`src/rtl/nlmf_pkg.sv`:
```
// ----------------------------------------------------------------------------
// nlmf_pkg
// Types and constants shared by the newline message byte fifo.
// ----------------------------------------------------------------------------
package nlmf_pkg;

    localparam int CAP_W   = 7;
    localparam int LEN_W   = 4;
    localparam int QUERY_W = 7;
    localparam int BYTE_W  = 8;
    localparam int MSG_LO_W = 64;
    localparam int MSG_HI_W = 56;
    localparam int MSG_W    = MSG_LO_W + MSG_HI_W;

    localparam logic [CAP_W-1:0]  CAP_RESET    = 7'd64;
    localparam logic [BYTE_W-1:0] NEWLINE_CHAR = 8'h0A;

    localparam logic [1:0] OP_ADD    = 2'd0;
    localparam logic [1:0] OP_REMOVE = 2'd1;
    localparam logic [1:0] OP_SPACE  = 2'd2;

    typedef struct packed {
        logic [1:0]          operation;
        logic [LEN_W-1:0]    msg_len;
        logic [MSG_LO_W-1:0] message_low;
        logic [MSG_HI_W-1:0] message_high;
        logic [QUERY_W-1:0]  space_query;
    } cmd_t;

    typedef struct packed {
        logic              ok;
        logic [BYTE_W-1:0] out_byte;
        logic              last_byte;
        logic              is_empty;
        logic [CAP_W-1:0]  stored_count;
    } rsp_t;

    typedef enum logic [2:0] {
        S_IDLE,
        S_DECODE,
        S_ADD,
        S_POP_READ,
        S_POP_DATA,
        S_RESP
    } ctrl_state_t;

endpackage

```
`src/rtl/newline_message_byte_fifo.sv`:
```
// ----------------------------------------------------------------------------
// newline_message_byte_fifo
// Circular byte queue holding newline-terminated messages, with a
// programmable capacity register.
// ----------------------------------------------------------------------------
// A command takes one transaction on cmd and gives one or more transactions on
// rsp. All bytes move through a single-port byte store with registered read;
// no new command is taken until the last one is through. An add is decoded,
// writes its characters and a closing newline, then offers its response; a
// space check or a rejected command is decoded and answered; a remove is
// decoded, then each popped byte passes read, data and response states.
// cmd_ready is high only while no command is in progress. The capacity
// register is always ready and should be written only while the block is idle.
module newline_message_byte_fifo #(
    parameter int QUEUE_DEPTH = 64,
    parameter int MAX_MSG     = 15
) (
    input  logic                          clk,
    input  logic                          rst_n,
    input  logic                          cmd_valid,
    output logic                          cmd_ready,
    input  nlmf_pkg::cmd_t                cmd,
    output logic                          rsp_valid,
    input  logic                          rsp_ready,
    output nlmf_pkg::rsp_t                rsp,
    input  logic                          cfg_valid,
    output logic                          cfg_ready,
    input  logic [nlmf_pkg::CAP_W-1:0]    cfg_data
);

    import nlmf_pkg::*;

    localparam int PTR_W = $clog2(QUEUE_DEPTH);
    localparam int CNT_W = $clog2(QUEUE_DEPTH + 1);
    localparam int CMP_W = (CNT_W > CAP_W) ? CNT_W : CAP_W;

    logic [CAP_W-1:0]  cap_reg;
    logic [CNT_W-1:0]  eff_cap;
    logic              ram_en;
    logic              ram_we;
    logic [PTR_W-1:0]  ram_addr;
    logic [BYTE_W-1:0] ram_wdata;
    logic [BYTE_W-1:0] ram_rdata;

    assign cfg_ready = 1'b1;

    always_ff @(posedge clk or negedge rst_n)
    begin
        if (!rst_n)
        begin
            cap_reg <= CAP_RESET;
        end
        else if (cfg_valid)
        begin
            cap_reg <= cfg_data;
        end
    end

    // zero acts as one, anything past the store depth acts as the depth
    always_comb
    begin
        if (cap_reg == '0)
        begin
            eff_cap = CNT_W'(1);
        end
        else if (CMP_W'(cap_reg) > CMP_W'(QUEUE_DEPTH))
        begin
            eff_cap = CNT_W'(QUEUE_DEPTH);
        end
        else
        begin
            eff_cap = CNT_W'(cap_reg);
        end
    end

    nlmf_ctrl #(
        .QUEUE_DEPTH (QUEUE_DEPTH),
        .MAX_MSG     (MAX_MSG)
    ) u_ctrl (
        .clk       (clk),
        .rst_n     (rst_n),
        .cmd_valid (cmd_valid),
        .cmd_ready (cmd_ready),
        .cmd       (cmd),
        .rsp_valid (rsp_valid),
        .rsp_ready (rsp_ready),
        .rsp       (rsp),
        .eff_cap   (eff_cap),
        .ram_en    (ram_en),
        .ram_we    (ram_we),
        .ram_addr  (ram_addr),
        .ram_wdata (ram_wdata),
        .ram_rdata (ram_rdata)
    );

    nlmf_ram #(
        .WIDTH (BYTE_W),
        .DEPTH (QUEUE_DEPTH)
    ) u_store (
        .clk   (clk),
        .en    (ram_en),
        .we    (ram_we),
        .addr  (ram_addr),
        .wdata (ram_wdata),
        .rdata (ram_rdata)
    );

endmodule

```
`src/rtl/nlmf_ram.sv`:
```
// ----------------------------------------------------------------------------
// nlmf_ram
// Generic single-port RAM with registered read data.
// ----------------------------------------------------------------------------
module nlmf_ram #(
    parameter int WIDTH = 8,
    parameter int DEPTH = 64
) (
    input  logic                     clk,
    input  logic                     en,
    input  logic                     we,
    input  logic [$clog2(DEPTH)-1:0] addr,
    input  logic [WIDTH-1:0]         wdata,
    output logic [WIDTH-1:0]         rdata
);

    logic [WIDTH-1:0] mem_reg [DEPTH];
    logic [WIDTH-1:0] rdata_reg;

    always_ff @(posedge clk)
    begin
        if (en)
        begin
            if (we)
            begin
                mem_reg[addr] <= wdata;
            end
            else
            begin
                rdata_reg <= mem_reg[addr];
            end
        end
    end

    assign rdata = rdata_reg;

endmodule

```
`src/rtl/nlmf_ctrl.sv`:
```
// ----------------------------------------------------------------------------
// nlmf_ctrl
// Sequencer and pointer/count datapath: walks one byte per step through the
// byte store for add and remove, and answers space checks.
// ----------------------------------------------------------------------------
module nlmf_ctrl #(
    parameter int QUEUE_DEPTH = 64,
    parameter int MAX_MSG     = 15
) (
    input  logic                             clk,
    input  logic                             rst_n,
    input  logic                             cmd_valid,
    output logic                             cmd_ready,
    input  nlmf_pkg::cmd_t                   cmd,
    output logic                             rsp_valid,
    input  logic                             rsp_ready,
    output nlmf_pkg::rsp_t                   rsp,
    input  logic [$clog2(QUEUE_DEPTH+1)-1:0] eff_cap,
    output logic                             ram_en,
    output logic                             ram_we,
    output logic [$clog2(QUEUE_DEPTH)-1:0]   ram_addr,
    output logic [nlmf_pkg::BYTE_W-1:0]      ram_wdata,
    input  logic [nlmf_pkg::BYTE_W-1:0]      ram_rdata
);

    import nlmf_pkg::*;

    localparam int PTR_W = $clog2(QUEUE_DEPTH);
    localparam int CNT_W = $clog2(QUEUE_DEPTH + 1);
    localparam int CMP_W = (CNT_W > QUERY_W) ? CNT_W : QUERY_W;

    ctrl_state_t        state_reg, state_next;
    logic [1:0]         op_reg, op_next;
    logic [LEN_W-1:0]   len_reg, len_next;
    logic [MSG_W-1:0]   msg_reg, msg_next;
    logic [QUERY_W-1:0] query_reg, query_next;
    logic [LEN_W-1:0]   idx_reg, idx_next;
    logic [PTR_W-1:0]   rd_ptr_reg, rd_ptr_next;
    logic [PTR_W-1:0]   wr_ptr_reg, wr_ptr_next;
    logic [CNT_W-1:0]   count_reg, count_next;
    rsp_t               rsp_reg, rsp_next;
    logic               more_reg, more_next;

    logic [CNT_W-1:0]   free_space;
    logic [BYTE_W-1:0]  cur_char;
    logic               stop;

    function automatic logic [PTR_W-1:0] step_ptr(input logic [PTR_W-1:0] p,
                                                  input logic [CNT_W-1:0] cap);
        logic [CNT_W-1:0] n;
        n = CNT_W'(p) + CNT_W'(1);
        return (n >= cap) ? '0 : PTR_W'(n);
    endfunction

    function automatic rsp_t make_rsp(input logic ok, input logic [BYTE_W-1:0] b,
                                      input logic last, input logic [CNT_W-1:0] cnt);
        rsp_t r;
        r.ok           = ok;
        r.out_byte     = b;
        r.last_byte    = last;
        r.is_empty     = (cnt == '0);
        r.stored_count = CAP_W'(cnt);
        return r;
    endfunction

    assign free_space = (count_reg >= eff_cap) ? '0 : eff_cap - count_reg;
    assign cur_char   = msg_reg[BYTE_W-1:0];

    always_ff @(posedge clk or negedge rst_n)
    begin
        if (!rst_n)
        begin
            state_reg  <= S_IDLE;
            rd_ptr_reg <= '0;
            wr_ptr_reg <= '0;
            count_reg  <= '0;
            more_reg   <= 1'b0;
            idx_reg    <= '0;
        end
        else
        begin
            state_reg  <= state_next;
            rd_ptr_reg <= rd_ptr_next;
            wr_ptr_reg <= wr_ptr_next;
            count_reg  <= count_next;
            more_reg   <= more_next;
            idx_reg    <= idx_next;
        end
    end

    always_ff @(posedge clk)
    begin
        op_reg    <= op_next;
        len_reg   <= len_next;
        msg_reg   <= msg_next;
        query_reg <= query_next;
        rsp_reg   <= rsp_next;
    end

    always_comb
    begin
        state_next  = state_reg;
        op_next     = op_reg;
        len_next    = len_reg;
        msg_next    = msg_reg;
        query_next  = query_reg;
        idx_next    = idx_reg;
        rd_ptr_next = rd_ptr_reg;
        wr_ptr_next = wr_ptr_reg;
        count_next  = count_reg;
        rsp_next    = rsp_reg;
        more_next   = more_reg;
        cmd_ready   = 1'b0;
        rsp_valid   = 1'b0;
        ram_en      = 1'b0;
        ram_we      = 1'b0;
        ram_addr    = wr_ptr_reg;
        ram_wdata   = NEWLINE_CHAR;
        stop        = 1'b0;

        case (state_reg)
            S_IDLE:
            begin
                cmd_ready = 1'b1;
                if (cmd_valid)
                begin
                    op_next    = cmd.operation;
                    len_next   = cmd.msg_len;
                    msg_next   = {cmd.message_high, cmd.message_low};
                    query_next = cmd.space_query;
                    idx_next   = '0;
                    more_next  = 1'b0;
                    state_next = S_DECODE;
                end
            end

            S_DECODE:
            begin
                rsp_next   = make_rsp(1'b0, '0, 1'b1, count_reg);
                state_next = S_RESP;
                case (op_reg)
                    OP_ADD:
                    begin
                        if (!(len_reg > LEN_W'(MAX_MSG)) &&
                            !(CMP_W'(free_space) < CMP_W'(len_reg) + CMP_W'(1)))
                        begin
                            state_next = S_ADD;
                        end
                    end
                    OP_REMOVE:
                    begin
                        if (count_reg != '0)
                        begin
                            state_next = S_POP_READ;
                        end
                    end
                    OP_SPACE:
                    begin
                        rsp_next = make_rsp(CMP_W'(query_reg) <= CMP_W'(free_space),
                                            '0, 1'b1, count_reg);
                    end
                    default:
                    begin
                        rsp_next = make_rsp(1'b0, '0, 1'b1, count_reg);
                    end
                endcase
            end

            S_ADD:
            begin
                ram_en      = 1'b1;
                ram_we      = 1'b1;
                ram_addr    = wr_ptr_reg;
                wr_ptr_next = step_ptr(wr_ptr_reg, eff_cap);
                count_next  = count_reg + CNT_W'(1);
                // characters until length reached or an embedded newline, then newline
                if ((idx_reg < len_reg) && (cur_char != NEWLINE_CHAR))
                begin
                    ram_wdata = cur_char;
                    msg_next  = msg_reg >> BYTE_W;
                    idx_next  = idx_reg + LEN_W'(1);
                end
                else
                begin
                    ram_wdata  = NEWLINE_CHAR;
                    rsp_next   = make_rsp(1'b1, '0, 1'b1, count_reg + CNT_W'(1));
                    state_next = S_RESP;
                end
            end

            S_POP_READ:
            begin
                ram_en     = 1'b1;
                ram_addr   = rd_ptr_reg;
                state_next = S_POP_DATA;
            end

            S_POP_DATA:
            begin
                rd_ptr_next = step_ptr(rd_ptr_reg, eff_cap);
                count_next  = count_reg - CNT_W'(1);
                stop        = (ram_rdata == NEWLINE_CHAR) || (count_next == '0) ||
                              (idx_reg == LEN_W'(MAX_MSG));
                idx_next    = idx_reg + LEN_W'(1);
                rsp_next    = make_rsp(1'b1, ram_rdata, stop, count_next);
                more_next   = !stop;
                state_next  = S_RESP;
            end

            S_RESP:
            begin
                rsp_valid = 1'b1;
                if (rsp_ready)
                begin
                    state_next = more_reg ? S_POP_READ : S_IDLE;
                end
            end

            default:
            begin
                state_next = S_IDLE;
            end
        endcase
    end

    assign rsp = rsp_reg;

endmodule
```
`config.mk`:
```
export PLATFORM = sky130hd
export DESIGN_NAME = newline_message_byte_fifo
export DESIGN_NICKNAME = d
export VERILOG_FILES = /design/src/rtl/nlmf_pkg.sv /design/src/rtl/newline_message_byte_fifo.sv /design/src/rtl/nlmf_ram.sv /design/src/rtl/nlmf_ctrl.sv
export SDC_FILE = /design/constraint.sdc
export NUM_CORES = 1
export LEC_CHECK = 0
export ABC_AREA = 1
export BUFFER_PORTS_ARGS = -buffer_cell sky130_fd_sc_hd__buf_2
export CAP_MARGIN = 20
export CORE_UTILIZATION = 40
export CTS_BUF_LIST = sky130_fd_sc_hd__clkbuf_16
export CTS_CLUSTER_SIZE = 12
export DETAILED_ROUTE_END_ITERATION = 12
export HOLD_SLACK_MARGIN = 0.03
export PLACE_DENSITY = 0.63
export SYNTH_ARGS = -nofsm -noshare
export SYNTH_HDL_FRONTEND = slang
export SYNTH_HIERARCHICAL = 1
export SYNTH_SLANG_ARGS = --single-unit
```
`constraint.sdc`:
```
create_clock -name clk -period 9.4 [get_ports clk]
set_input_delay 0.94 -clock clk [delete_from_list [all_inputs] [get_ports clk]]
set_output_delay 0.94 -clock clk [all_outputs]
set_load 0.05 [all_outputs]
```
======== After elaboration in Yosys (flattened, before gate mapping) ========
Memories as Yosys holds them, arrays and structs flattened. A register that Yosys moved wholly into a read port is not among the register bits.
Index checks and enable logic that the tools add are counted.
word-level totals
  register bits ........................... 185
  bits in writable memories ............... 512
  memories ................................ 1
  logic and storage cells ................. 109
memories
  name             words  width  read ports  clocked after Yosys merged registers in  write ports  line            text
  u_store.mem_reg  64     8      1           1                                        1            nlmf_ram.sv:17  logic [WIDTH-1:0] mem_reg [DEPTH];
operators by class
  $add $sub $neg .......................... 7
  multiplexer cells ....................... 35
  eq/ne operators ......................... 14
  bitwise operators ....................... 1
  $lt $le $gt $ge ......................... 8
  reduce and logical (&&, ||, !) cells .... 27
operators by type and width
  operator                                                                 count
  120-bit two-way mux                                                      2
  120-bit one-hot mux with 2 select lines                                  1
  18-bit one-hot mux with 3 select lines                                   1
  18-bit two-way mux                                                       2
  7-bit zero test                                                          4
  7-bit greater-or-equal comparator                                        3
  7-bit two-way mux                                                        3
  6-bit two-way mux                                                        3
  3-bit one-hot mux with 6 select lines                                    1
  8-bit two-way mux                                                        2
  3-bit two-way mux                                                        5
  6-bit by 1-bit adder with 7-bit output, second input constant            2
  7-bit one-hot mux with 2 select lines                                    1
  4-bit one-hot mux with 3 select lines                                    1
  3-bit AND reduction                                                      3
  8-bit by 4-bit equality test with 1-bit output, second input constant    1
  1-bit two-way mux                                                        8
  4-bit two-way mux                                                        2
  8-bit by 4-bit inequality test with 1-bit output, second input constant  1
  2-bit AND reduction                                                      4
  7-bit by 1-bit adder with 7-bit output, second input constant            1
  7-bit > comparator, second input constant                                1
  7-bit less-or-equal comparator                                           1
  7-bit < comparator                                                       1
  other kinds (27)                                                         38

======== Depth between registers and ports, before layout ========
Gate-level depths: netlist (run 1).
  depth after elaboration ................. 11
  depth in mapped cells ................... 27
  gate-level depth less buffers ........... 27

======== By module ========
Netlist (run 1), hierarchy kept.
modules (own cells, without submodules)
  module                     cells each  seq. area each (µm²)  instances  area an instance (µm²)
  nlmf_ram                   2,169       15,615.0              1          22,132.5
  nlmf_ctrl                  997         5,210.0               1          9,205.1
  newline_message_byte_fifo  40          176.4                 1          340.3

======== Worst setup path before layout (run 1) ========
No wires, ideal clock.
  path type ............................... register to register
  start point ............................. register u_ctrl.state_reg[1]
  end point ............................... register u_ctrl.msg_reg[0], enable pin
  buffers on the path ..................... 0
  arrival time ............................ 7.235 ns
  cell stages (with the launch flop) ...... 6
  path slack .............................. 1.526 ns
  clock period less this slack ............ 7.874 ns
  cell sequence ........................... dfrtp_1 > nor2_1 > inv_2 > nor2_1 > inv_2 > a21oi_1
on the way
  word-level cells in the longest chain between the ends .. 3
ends and longest elaborated chain
  what                                                                                      line              text
  start: declaration                                                                        nlmf_ctrl.sv:32   ctrl_state_t state_reg, state_next;
  start signal: assignment                                                                  nlmf_ctrl.sv:82   state_reg <= state_next;
  3-bit by 2-bit equality test with 1-bit output / 3-bit zero test (equally long branches)  nlmf_ctrl.sv:121  case (state_reg)
  2-bit by 1-bit inequality test with 1-bit output (no line) (tied with other cells)        --
  3-bit AND reduction (no line) *                                                           --
  end signal: assignment                                                                    nlmf_ctrl.sv:95   msg_reg <= msg_next;
  end: declaration                                                                          nlmf_ctrl.sv:35   logic [MSG_W-1:0] msg_reg, msg_next;
Every way passes the cells marked *; elsewhere a longest branch is shown, timed or not.
A chain may end at the register's enable or synchronous reset.

======== Final worst setup path (run 1) ========
  start point ............................. register u_ctrl.state_reg[2]
  end point ............................... register u_store.rdata_reg[4], in the netlist u_store/rdata[4], read port of u_store.mem_reg (data pin)
on the way
  word-level cells in the longest chain between the ends .. 4
ends and longest elaborated chain
  what                                            line                             text
  3-bit by 2-bit equality test with 1-bit output  nlmf_ctrl.sv:121
  2-bit OR reduction (no line) *                  --
  1-bit two-way mux *                             nlmf_ctrl.sv:121
  named net ram_en                                newline_message_byte_fifo.sv:39  logic ram_en;
  2-bit AND reduction (no line) *                 --
  end: declaration                                nlmf_ram.sv:18                   logic [WIDTH-1:0] rdata_reg;
Mark *: on every way through the listed nets, which the timed path passes. The rest lies on a longest branch.

==> impl_table.tex, run 1 <==
\begin{tabular}{lr}
\hline
Metric & Value \\
\hline
\multicolumn{2}{l}{\textbf{Timing}} \\
\quad Count of endpoints failing hold in the final timing report & 0 \\
\quad Slew at the pin closest to its max-slew limit & 1031 ps \\
\quad Normalized max-slew margin & 0.3099 \\
\quad Summed negative setup slack over all endpoints & 0 ps \\
\quad Share of the clock period used by the worst path & 0.5536 \\
\quad Highest attainable clock frequency & 192.2 MHz \\
\quad Final Setup Violations & 0 \\
\quad Worst setup skew after layout & 20.17 ps \\
\quad Setup repair after global routing missed its margin & false \\
\quad Max Transition Viols Final & 0 \\
\quad Post-layout min period & 5204 ps \\
\multicolumn{2}{l}{\textbf{Global route}} \\
\quad Antenna violations before repair & 2 \\
\quad Largest net degree at the start of global routing & 202 \\
\quad Number of global-route vias before repair & 20890 \\
\quad Wire length of the first global-routing pass & 118.4 mm \\
\quad Global-route usage over all layers & 0.1877 \\
\quad Final global-route overflow total & 0 \\
\multicolumn{2}{l}{\textbf{Power and ir drop}} \\
\quad Worst vdd rail ir drop & 0.2591 mV \\
\quad Internal power consumption & 6490 uW \\
\quad Clock share of power & 0.270 \\
\quad Power consumption & 10350 uW \\
\quad Switching Fraction & 0.3732 \\
\quad Reported leakage power & 0.01545 uW \\
\quad Power Density & 290.2 nW/um\^{}2 \\
\quad Sequential power share & 0.397 \\
\quad Combinational share of power & 0.334 \\
\quad Switching power of the nets & 3863 uW \\
\multicolumn{2}{l}{\textbf{Layout}} \\
\quad Area grow syn2layout & 12.61\% \\
\quad Seq. cell area & 21000 um\^{}2 \\
\quad Number of flip-flops under the largest register name & 512 \\
\quad Multi-input combinational cell area & 9455 um\^{}2 \\
\quad Filler-free cell count of the finished design & 4437 \\
\quad Final net count & 3531 \\
\quad Fill cells & 7229 \\
\quad Fraction of final layout cells with drive strength greater than 1 & 0.1022 \\
\quad Fraction of the core area covered by cells at the end of the flow & 0.4582 \\
\multicolumn{2}{l}{\textbf{Routing}} \\
\quad Starting DRT DRC Count & 2002 \\
\quad Initial DRT Pass Iterations & 5 \\
\quad Remaining routing DRC violations & 0 \\
\quad Routed Wire Length & 75.80 mm \\
\quad Via Count & 21530 \\
\quad Antenna viol nets, final & 0 \\
\quad Ratio of routed vias to standard cells & 4.853 \\
\quad Routed wire per std cell & 17.08 um \\
\multicolumn{2}{l}{\textbf{Flow run}} \\
\quad Count of maximum capacitance violations & 0 \\
\multicolumn{2}{l}{\textbf{Yosys}} \\
\quad Count of flip-flops with a built-in enable after synthesis & 671 \\
\quad Number of warnings printed during yosys synthesis & 6 \\
\quad Combined area of all synthesized cells & 31680 um\^{}2 \\
\quad Post-synth ARST share & 0.04823 \\
\quad Post-synth net total & 3397 \\
\quad Synth Register Bits & 705 \\
\quad Mean area per synthesized cell & 9.881 um\^{}2 \\
\quad Sequential share of the synthesized area & 0.6630 \\
\quad Main synth FF type & sky130\_fd\_sc\_hd\_\_edfxtp\_1 \\
\quad Cell variety after synth & 48 \\
\quad Largest area contributor in the netlist & sky130\_fd\_sc\_hd\_\_edfxtp\_1 \\
\quad Top cells by area in the synthesized netlist & sky130\_fd\_sc\_hd\_\_edfxtp\_1 64\%, sky130\_fd\_sc\_hd\_\_nand2\_1 22\%, sky130\_fd\_sc\_hd\_\_dfrtp\_1 2.6\% \\
\quad Area fraction of the dominant cell type after synthesis & 0.6361 \\
\quad Cell count after synthesis & 3206 \\
\multicolumn{2}{l}{\textbf{Worst setup path}} \\
\quad Largest delay share family, worst path & buffers and inverters \\
\quad Setup slack of the worst register-to-register path & 4200 ps \\
\quad Start point of the critical path & u\_ctrl/state\_reg[2] \\
\quad Reg-to-reg startpoint & u\_ctrl/state\_reg[2] \\
\quad Slowest cell delay on critical path & 840 ps \\
\quad Critical path buffer and inverter count & 4 \\
\quad Worst Setup Path Type & register to register \\
\quad Arrival time of data at the critical path endpoint & 5670 ps \\
\quad Data required time of the critical path & 9870 ps \\
\quad Slowest stage cell on the critical path & sky130\_fd\_sc\_hd\_\_buf\_4 \\
\quad Maximum fanout encountered on the critical timing path & 92 \\
\quad Stages on the worst setup path & 18 \\
\quad Ordered list of cells on the worst path & nor2\_4, nand2\_1, nand2\_1, o21ai\_4, buf\_4, inv\_6, buf\_4, buf\_4, nand2\_1, nand2\_1, nand2\_1, nand2\_1, nand2\_1, nand2\_1, nand2\_1, nand2\_1, nor2\_1, nand2\_1 \\
\quad Endpoint kind of the worst setup timing path & register \\
\quad Terminus of the critical flop-to-flop path & u\_store/rdata[4] \\
\quad Number of cells on the worst reg-to-reg path & 18 \\
\quad Critical path startpoint category & register \\
\quad Capture point of the critical path & u\_store/rdata[4] \\
\quad Most used cell along the critical path & sky130\_fd\_sc\_hd\_\_nand2\_1 \\
\multicolumn{2}{l}{\textbf{Clock tree}} \\
\quad Count of hold buffers inserted by post-cts repair & 0 \\
\quad Setup Fix Bufs, Post-CTS & 0 \\
\quad TritonCTS clock tree & done \\
\quad Clock tree sinks & 705 \\
\quad Gates resized, CTS repair & 0 \\
\quad Clock latency reported for the late side of the worst-skew pair & 610 ps \\
\quad Clock input transition at the sequential cells of the worst setup and hold paths & 60 ps \\
\quad Maximum level of the CTS H-tree & 3 \\
\quad Number of buffers between clock root and the deepest sink & 3 \\
\quad Clock Tree Root & sky130\_fd\_sc\_hd\_\_clkbuf\_16 \\
\quad Number of buffers created by CTS & 75 \\
\multicolumn{2}{l}{\textbf{Floorplanning}} \\
\quad IO Count & 166 \\
\quad Cell row count & 102 \\
\quad Die width & 283.4 um \\
\quad Die Outline Area & 80320 um\^{}2 \\
\quad Initial core utilization & 0.4069 \\
\quad Area of the core region & 77850 um\^{}2 \\
\quad Die height & 283.4 um \\
\multicolumn{2}{l}{\textbf{Place}} \\
\quad Detail Placement HPWL & 44.18 mm \\
\quad Final GP Congestion & 0.8590 \\
\quad Placed Cells & 4303 \\
\quad IO Port Bufs & 164 \\
\multicolumn{2}{l}{\textbf{Run status}} \\
\quad Status & completed \\
\multicolumn{2}{l}{\textbf{Worst hold path}} \\
\quad Worst Hold Class & input port to async pin \\
\hline
\end{tabular}
worst register-to-register path: stages (launching register included):
cell and delay [ps]:
sky130_fd_sc_hd__dfrtp_1 460, sky130_fd_sc_hd__nor2_4 200, sky130_fd_sc_hd__nand2_1 330, sky130_fd_sc_hd__nand2_1 230, sky130_fd_sc_hd__o21ai_4 70, sky130_fd_sc_hd__buf_4 390
sky130_fd_sc_hd__inv_6 610, sky130_fd_sc_hd__buf_4 930, sky130_fd_sc_hd__buf_4 900, sky130_fd_sc_hd__nand2_1 150, sky130_fd_sc_hd__nand2_1 90, sky130_fd_sc_hd__nand2_1 50
sky130_fd_sc_hd__nand2_1 150, sky130_fd_sc_hd__nand2_1 70, sky130_fd_sc_hd__nand2_1 120, sky130_fd_sc_hd__nand2_1 120, sky130_fd_sc_hd__nand2_1 110, sky130_fd_sc_hd__nor2_1 50
sky130_fd_sc_hd__nand2_1 60
logic make-up (layout without fill, tap and decap cells):
family | count (synthesis) | after routing | synth area share
mux | 1 | 1 | 0.0003555
compound gates | 85 | 85 | 0.01655
simple gates | 2063 | 2063 | 0.2527
buf+inv | 279 | 468 | 0.04171
other cells | 1 | 3 | 0.0001184
xor+xnor | 26 | 26 | 0.007189
fa+ha+maj | 46 | 46 | 0.01841
flops | 705 | 705 | 0.6630
worst min-delay path by stage:
stage	from	to	slack, ps	depth (start not counted)
after floorplan	u_ctrl/msg_reg[8]	u_ctrl/msg_reg[0]	490	2
after global placement	u_ctrl/msg_reg[35]	u_ctrl/msg_reg[27]	490	2
after detailed placement	u_ctrl/msg_reg[33]	u_ctrl/msg_reg[25]	490	2
after CTS	rst_n	u_ctrl/count_reg[2]	440	1
after global routing	rst_n	cap_reg[5]	480	1
final	rst_n	cap_reg[5]	440	1
layer usage:
metal / wire (um) / up-vias / GRT usage
li1: - / 10660 / -
met1: 32610 / 10160 / 0.2487
met3: 4634 / 112 / 0.03127
met5: 0 / - / 0
met4: 1701 / 0 / 0.06203
met2: 36850 / 605 / 0.3132
metrics by stage:
stage	worst slack [ps]	hold slack, ps	area, um^2
floorplan	1526	487.4	31680
global route	3786	479.1	35670
finish	4196	440.8	35670
CTS	4222	438.8	35670
detailed placement	4264	493.3	33360
global placement	4283	489.3	33360
synth_stat cells (2+ instances only):
| library cell | number |
|---|---|
| sky130_fd_sc_hd__ha_1 | 45 |
| sky130_fd_sc_hd__buf_1 | 4 |
| sky130_fd_sc_hd__clkinv_1 | 2 |
| sky130_fd_sc_hd__inv_2 | 15 |
| sky130_fd_sc_hd__nand3_1 | 47 |
| sky130_fd_sc_hd__nand4_1 | 13 |
| sky130_fd_sc_hd__nor3_1 | 9 |
| sky130_fd_sc_hd__nand2_1 | 1829 |
| sky130_fd_sc_hd__or2_1 | 4 |
| sky130_fd_sc_hd__edfxtp_1 | 671 |
| sky130_fd_sc_hd__or2_2 | 3 |
| sky130_fd_sc_hd__buf_2 | 72 |
| sky130_fd_sc_hd__dfrtp_1 | 33 |
| sky130_fd_sc_hd__a21o_1 | 2 |
| sky130_fd_sc_hd__nor4_1 | 4 |
| sky130_fd_sc_hd__nor2_1 | 127 |
| sky130_fd_sc_hd__xor2_1 | 24 |
| sky130_fd_sc_hd__o221ai_1 | 9 |
| sky130_fd_sc_hd__o21ai_0 | 27 |
| sky130_fd_sc_hd__o21ai_1 | 12 |
| sky130_fd_sc_hd__a21oi_1 | 17 |
| sky130_fd_sc_hd__nor3_2 | 10 |
| sky130_fd_sc_hd__buf_4 | 13 |
| sky130_fd_sc_hd__buf_6 | 18 |
| sky130_fd_sc_hd__nand2_2 | 5 |
| sky130_fd_sc_hd__xnor2_1 | 2 |
| sky130_fd_sc_hd__nor2_4 | 2 |
| sky130_fd_sc_hd__inv_1 | 125 |
| sky130_fd_sc_hd__o211ai_1 | 9 |
| sky130_fd_sc_hd__nor2_2 | 6 |
| sky130_fd_sc_hd__clkbuf_1 | 30 |
power by group through the flow:
stage | Sequential (uW) | Clock (uW) | Combinational (uW)
after floorplan | 4340 | 0 | 2450
after global placement | 4160 | 0 | 3420
after detailed placement | 4170 | 0 | 3450
after CTS | 4110 | 2860 | 3470
after global routing | 4140 | 2980 | 3910
final | 4110 | 2790 | 3460
cell type report:
| cell class | count | share of cell area |
|---|---|---|
| inverter | 142 | 0.01519 |
| clock inverter | 54 | 0.009996 |
| tap | 1040 | 0.03648 |
| multi-input combinational | 2222 | 0.2651 |
| clock buffer | 78 | 0.05472 |
| timing repair buffer | 194 | 0.02967 |
| sequential | 705 | 0.5887 |
| antenna | 2 | 0.0001403 |
placed cells by master (no fill, tap or decap), drive strengths merged, types with 4 or more instances in the layout:
master / n
buf: 194
ha: 45
nor4: 4
nand4: 13
xor2: 24
o221ai: 9
o211ai: 9
bufinv: 4
dfrtp: 33
nor3: 19
o21ai: 39
or2: 7
a21oi: 18
edfxtp: 671
nand3: 49
nor2: 135
clkinv: 23
clkbuf: 78
nand2: 1834
inv: 168
No activity file was read; power rests on OpenSTA's default activity.
==> run 2: changes to the inputs <==
--- a/config.mk
+++ b/config.mk
@@ -13,7 +13,7 @@
 export CTS_CLUSTER_SIZE = 12
 export DETAILED_ROUTE_END_ITERATION = 12
 export HOLD_SLACK_MARGIN = 0.03
-export PLACE_DENSITY = 0.63
+export PLACE_DENSITY = 0.65
 export SYNTH_ARGS = -nofsm -noshare
 export SYNTH_HDL_FRONTEND = slang
 export SYNTH_HIERARCHICAL = 1
==> constraint.sdc (replaced) <==
create_clock -name clk -period 4.2 [get_ports clk]
set_input_delay 0.42 -clock clk [delete_from_list [all_inputs] [get_ports clk]]
set_output_delay 0.42 -clock clk [all_outputs]
set_load 0.05 [all_outputs]
==> impl_table.tex, run 2 (synthesis gave the netlist of run 1 again) <==
\begin{tabular}{lr}
\hline
Metric & Value \\
\hline
\multicolumn{2}{l}{\textbf{Timing}} \\
\quad Post-layout min period & 3509 ps \\
\quad Max Transition Viols Final & 0 \\
\quad Highest attainable clock frequency & 285.0 MHz \\
\quad Setup repair after global routing missed its margin & false \\
\quad Summed negative setup slack over all endpoints & 0 ps \\
\quad Final Setup Violations & 0 \\
\quad Worst setup skew after layout & 29.70 ps \\
\quad Slew at the pin closest to its max-slew limit & 1036 ps \\
\quad Normalized max-slew margin & 0.3066 \\
\quad Worst slack on hold paths & 61.70 ps \\
\quad Count of endpoints failing hold in the final timing report & 0 \\
\quad Share of the clock period used by the worst path & 0.8355 \\
\multicolumn{2}{l}{\textbf{Layout}} \\
\quad Final net count & 3639 \\
\quad Fraction of final layout cells with drive strength greater than 1 & 0.1250 \\
\quad Number of flip-flops under the largest register name & 512 \\
\quad Leading cell types in the layout, fill and taps excluded & 1827 x sky130\_fd\_sc\_hd\_\_nand2\_1, 671 x sky130\_fd\_sc\_hd\_\_edfxtp\_1, 164 x sky130\_fd\_sc\_hd\_\_buf\_2, 150 x sky130\_fd\_sc\_hd\_\_inv\_1, 121 x sky130\_fd\_sc\_hd\_\_nor2\_1 \\
\quad Area grow syn2layout & 15.43\% \\
\quad Commonest non-fill, non-tap cell in the layout & sky130\_fd\_sc\_hd\_\_nand2\_1 \\
\multicolumn{2}{l}{\textbf{Place}} \\
\quad Detail Placement HPWL & 47.78 mm \\
\quad Final GP Congestion & 0.8967 \\
\quad IO Port Bufs & 164 \\
\multicolumn{2}{l}{\textbf{Routing}} \\
\quad Ratio of routed vias to standard cells & 4.810 \\
\quad Antenna viol nets, final & 0 \\
\quad Routed wire per std cell & 16.84 um \\
\quad Starting DRT DRC Count & 1979 \\
\quad Via Count & 21830 \\
\quad Routed Wire Length & 76.43 mm \\
\quad Remaining routing DRC violations & 0 \\
\quad Initial DRT Pass Iterations & 6 \\
\multicolumn{2}{l}{\textbf{Clock tree}} \\
\quad Clock latency reported for the late side of the worst-skew pair & 630 ps \\
\quad TritonCTS clock tree & done \\
\quad Number of buffers between clock root and the deepest sink & 3 \\
\quad Setup Fix Bufs, Post-CTS & 0 \\
\quad Clock Tree Root & sky130\_fd\_sc\_hd\_\_clkbuf\_16 \\
\quad Clock input transition at the sequential cells of the worst setup and hold paths & 60 ps \\
\quad Maximum level of the CTS H-tree & 3 \\
\quad Clock tree sinks & 705 \\
\quad Number of buffers created by CTS & 74 \\
\quad Gates resized, CTS repair & 0 \\
\multicolumn{2}{l}{\textbf{Worst setup path}} \\
\quad Endpoint kind of the worst setup timing path & register \\
\quad Terminus of the critical flop-to-flop path & u\_store/rdata[2] \\
\quad Critical path startpoint category & register \\
\quad Arrival time of data at the critical path endpoint & 4010 ps \\
\quad Critical path buffer and inverter count & 2 \\
\quad Slowest stage cell on the critical path & sky130\_fd\_sc\_hd\_\_buf\_4 \\
\quad Worst Setup Path Type & register to register \\
\quad Largest delay share family, worst path & simple AND/OR/NAND/NOR gates \\
\quad Ordered list of cells on the worst path & nor2\_4, nand2\_1, nand2\_1, o21ai\_4, inv\_6, buf\_4, nand2\_1, nand2\_1, nand2\_1, nand2\_1, nand2\_1, nand2\_1, nand2\_1, nand2\_1, nor2\_1, nand2\_1 \\
\quad Maximum fanout encountered on the critical timing path & 72 \\
\quad Most used cell along the critical path & sky130\_fd\_sc\_hd\_\_nand2\_1 \\
\quad Number of cells on the worst reg-to-reg path & 16 \\
\quad Stages on the worst setup path & 16 \\
\quad Reg-to-reg startpoint & u\_ctrl/state\_reg[2] \\
\quad Slowest cell delay on critical path & 520 ps \\
\quad Data required time of the critical path & 4700 ps \\
\quad Setup slack of the worst register-to-register path & 690 ps \\
\multicolumn{2}{l}{\textbf{Run status}} \\
\quad Status & completed \\
\multicolumn{2}{l}{\textbf{Global route}} \\
\quad Antenna violations before repair & 2 \\
\quad Final global-route overflow total & 0 \\
\quad Number of global-route vias before repair & 21260 \\
\quad Largest net degree at the start of global routing & 121 \\
\quad Wire length of the first global-routing pass & 119.3 mm \\
\quad Global-route usage over all layers & 0.1892 \\
\multicolumn{2}{l}{\textbf{Worst hold path}} \\
\quad Number of instances on the worst hold path & 3 \\
\quad WHS Endpoint & cap\_reg[2] \\
\quad Worst min-delay path startpoint & cfg\_data[2] \\
\quad Worst Hold Class & input port to register \\
\multicolumn{2}{l}{\textbf{Power and ir drop}} \\
\quad Sequential power share & 0.393 \\
\quad Combinational share of power & 0.348 \\
\quad Internal power consumption & 14570 uW \\
\quad Power Density & 639.4 nW/um\^{}2 \\
\quad Power consumption & 23380 uW \\
\quad Switching power of the nets & 8812 uW \\
\quad Switching Fraction & 0.3769 \\
\quad Clock share of power & 0.259 \\
\quad Worst vdd rail ir drop & 0.3933 mV \\
\quad Reported leakage power & 0.01599 uW \\
\multicolumn{2}{l}{\textbf{Floorplanning}} \\
\quad Die height & 283.4 um \\
\quad Die width & 283.4 um \\
\quad Initial core utilization & 0.4069 \\
\quad Area of the core region & 77850 um\^{}2 \\
\quad IO Count & 166 \\
\quad Cell row count & 102 \\
\quad Die Outline Area & 80320 um\^{}2 \\
\multicolumn{2}{l}{\textbf{Flow run}} \\
\quad Count of maximum capacitance violations & 0 \\
\hline
\end{tabular}
## run 2: cell types whose count changed in the layout (fill, tap and decap cells not counted), moves of 2 or more
cell | previous run | this run
sky130_fd_sc_hd__buf_4 | 29 | 111
sky130_fd_sc_hd__dlygate4sd3_1 | 0 | 17
sky130_fd_sc_hd__buf_12 | 1 | 11
sky130_fd_sc_hd__clkinv_1 | 16 | 11
sky130_fd_sc_hd__clkbuf_16 | 78 | 76
sky130_fd_sc_hd__clkinv_2 | 6 | 8
## run 2: final cells by class
class	instances	area, um^2
Antenna cell	2	5.005
Clock buffer	76	1902
Clock inverter	49	315.3
Fill cell	7160	41280
Inverter	142	541.8
Multi-Input combinational cell	2222	9455
Sequential cell	705	21000
Tap cell	1040	1301
Timing Repair Buffer	303	2044
## run 2: tightest hold or removal path, stage by stage
cell	delay, ps
sky130_fd_sc_hd__buf_2	90
sky130_fd_sc_hd__nand2_1	50
sky130_fd_sc_hd__o21ai_0	70
## run 2: worst max path at each step
stage	startpoint	end
floorplan	u_ctrl/state_reg[1]	u_ctrl/msg_reg[0]
detailed placement	u_ctrl/state_reg[2]	u_store/rdata[2]
global route	u_ctrl/state_reg[2]	u_store/rdata[0]
CTS	u_ctrl/state_reg[2]	u_store/rdata[2]
finish	u_ctrl/state_reg[2]	u_store/rdata[2]
global placement	u_ctrl/state_reg[2]	u_store/rdata[2]
## run 2: per-stage QoR
step                area [um^2]  cells  setup slack [ps]    util
floorplan                 31690   3206             292.6       -
global placement          34170   4395             792.3  0.4390
detailed placement        34170   4395             729.3  0.4390
CTS                       36560   4537             722.1  0.4696
global route              36570   4539             379.8  0.4697
finish                    36570   4539             691.1  0.4697
## run 2: power groups by stage
stage               combinational [uW]  clock [uW]  sequential, uW
floorplan                         5500           0            9600
global placement                  8050           0            9320
detailed placement                8110           0            9340
CTS                               8160        6190            9200
global route                      9130        6450            9270
finish                            8130        6060            9200
## run 2: per-layer routing
layer	vias up	GRT usage	routed length, um
met3	113	0.02693	4611
li1	10860	-	-
met2	612	0.3191	36750
met1	10250	0.2506	33120
met5	-	0	0
met4	0	0.06311	1944
## run 2: timing repair
action / 4_1_cts / 5_1_grt
setup endpoints to repair: 0 / 0
hold endpoints to repair: 49 / 0
hold buffers: 17 / 0
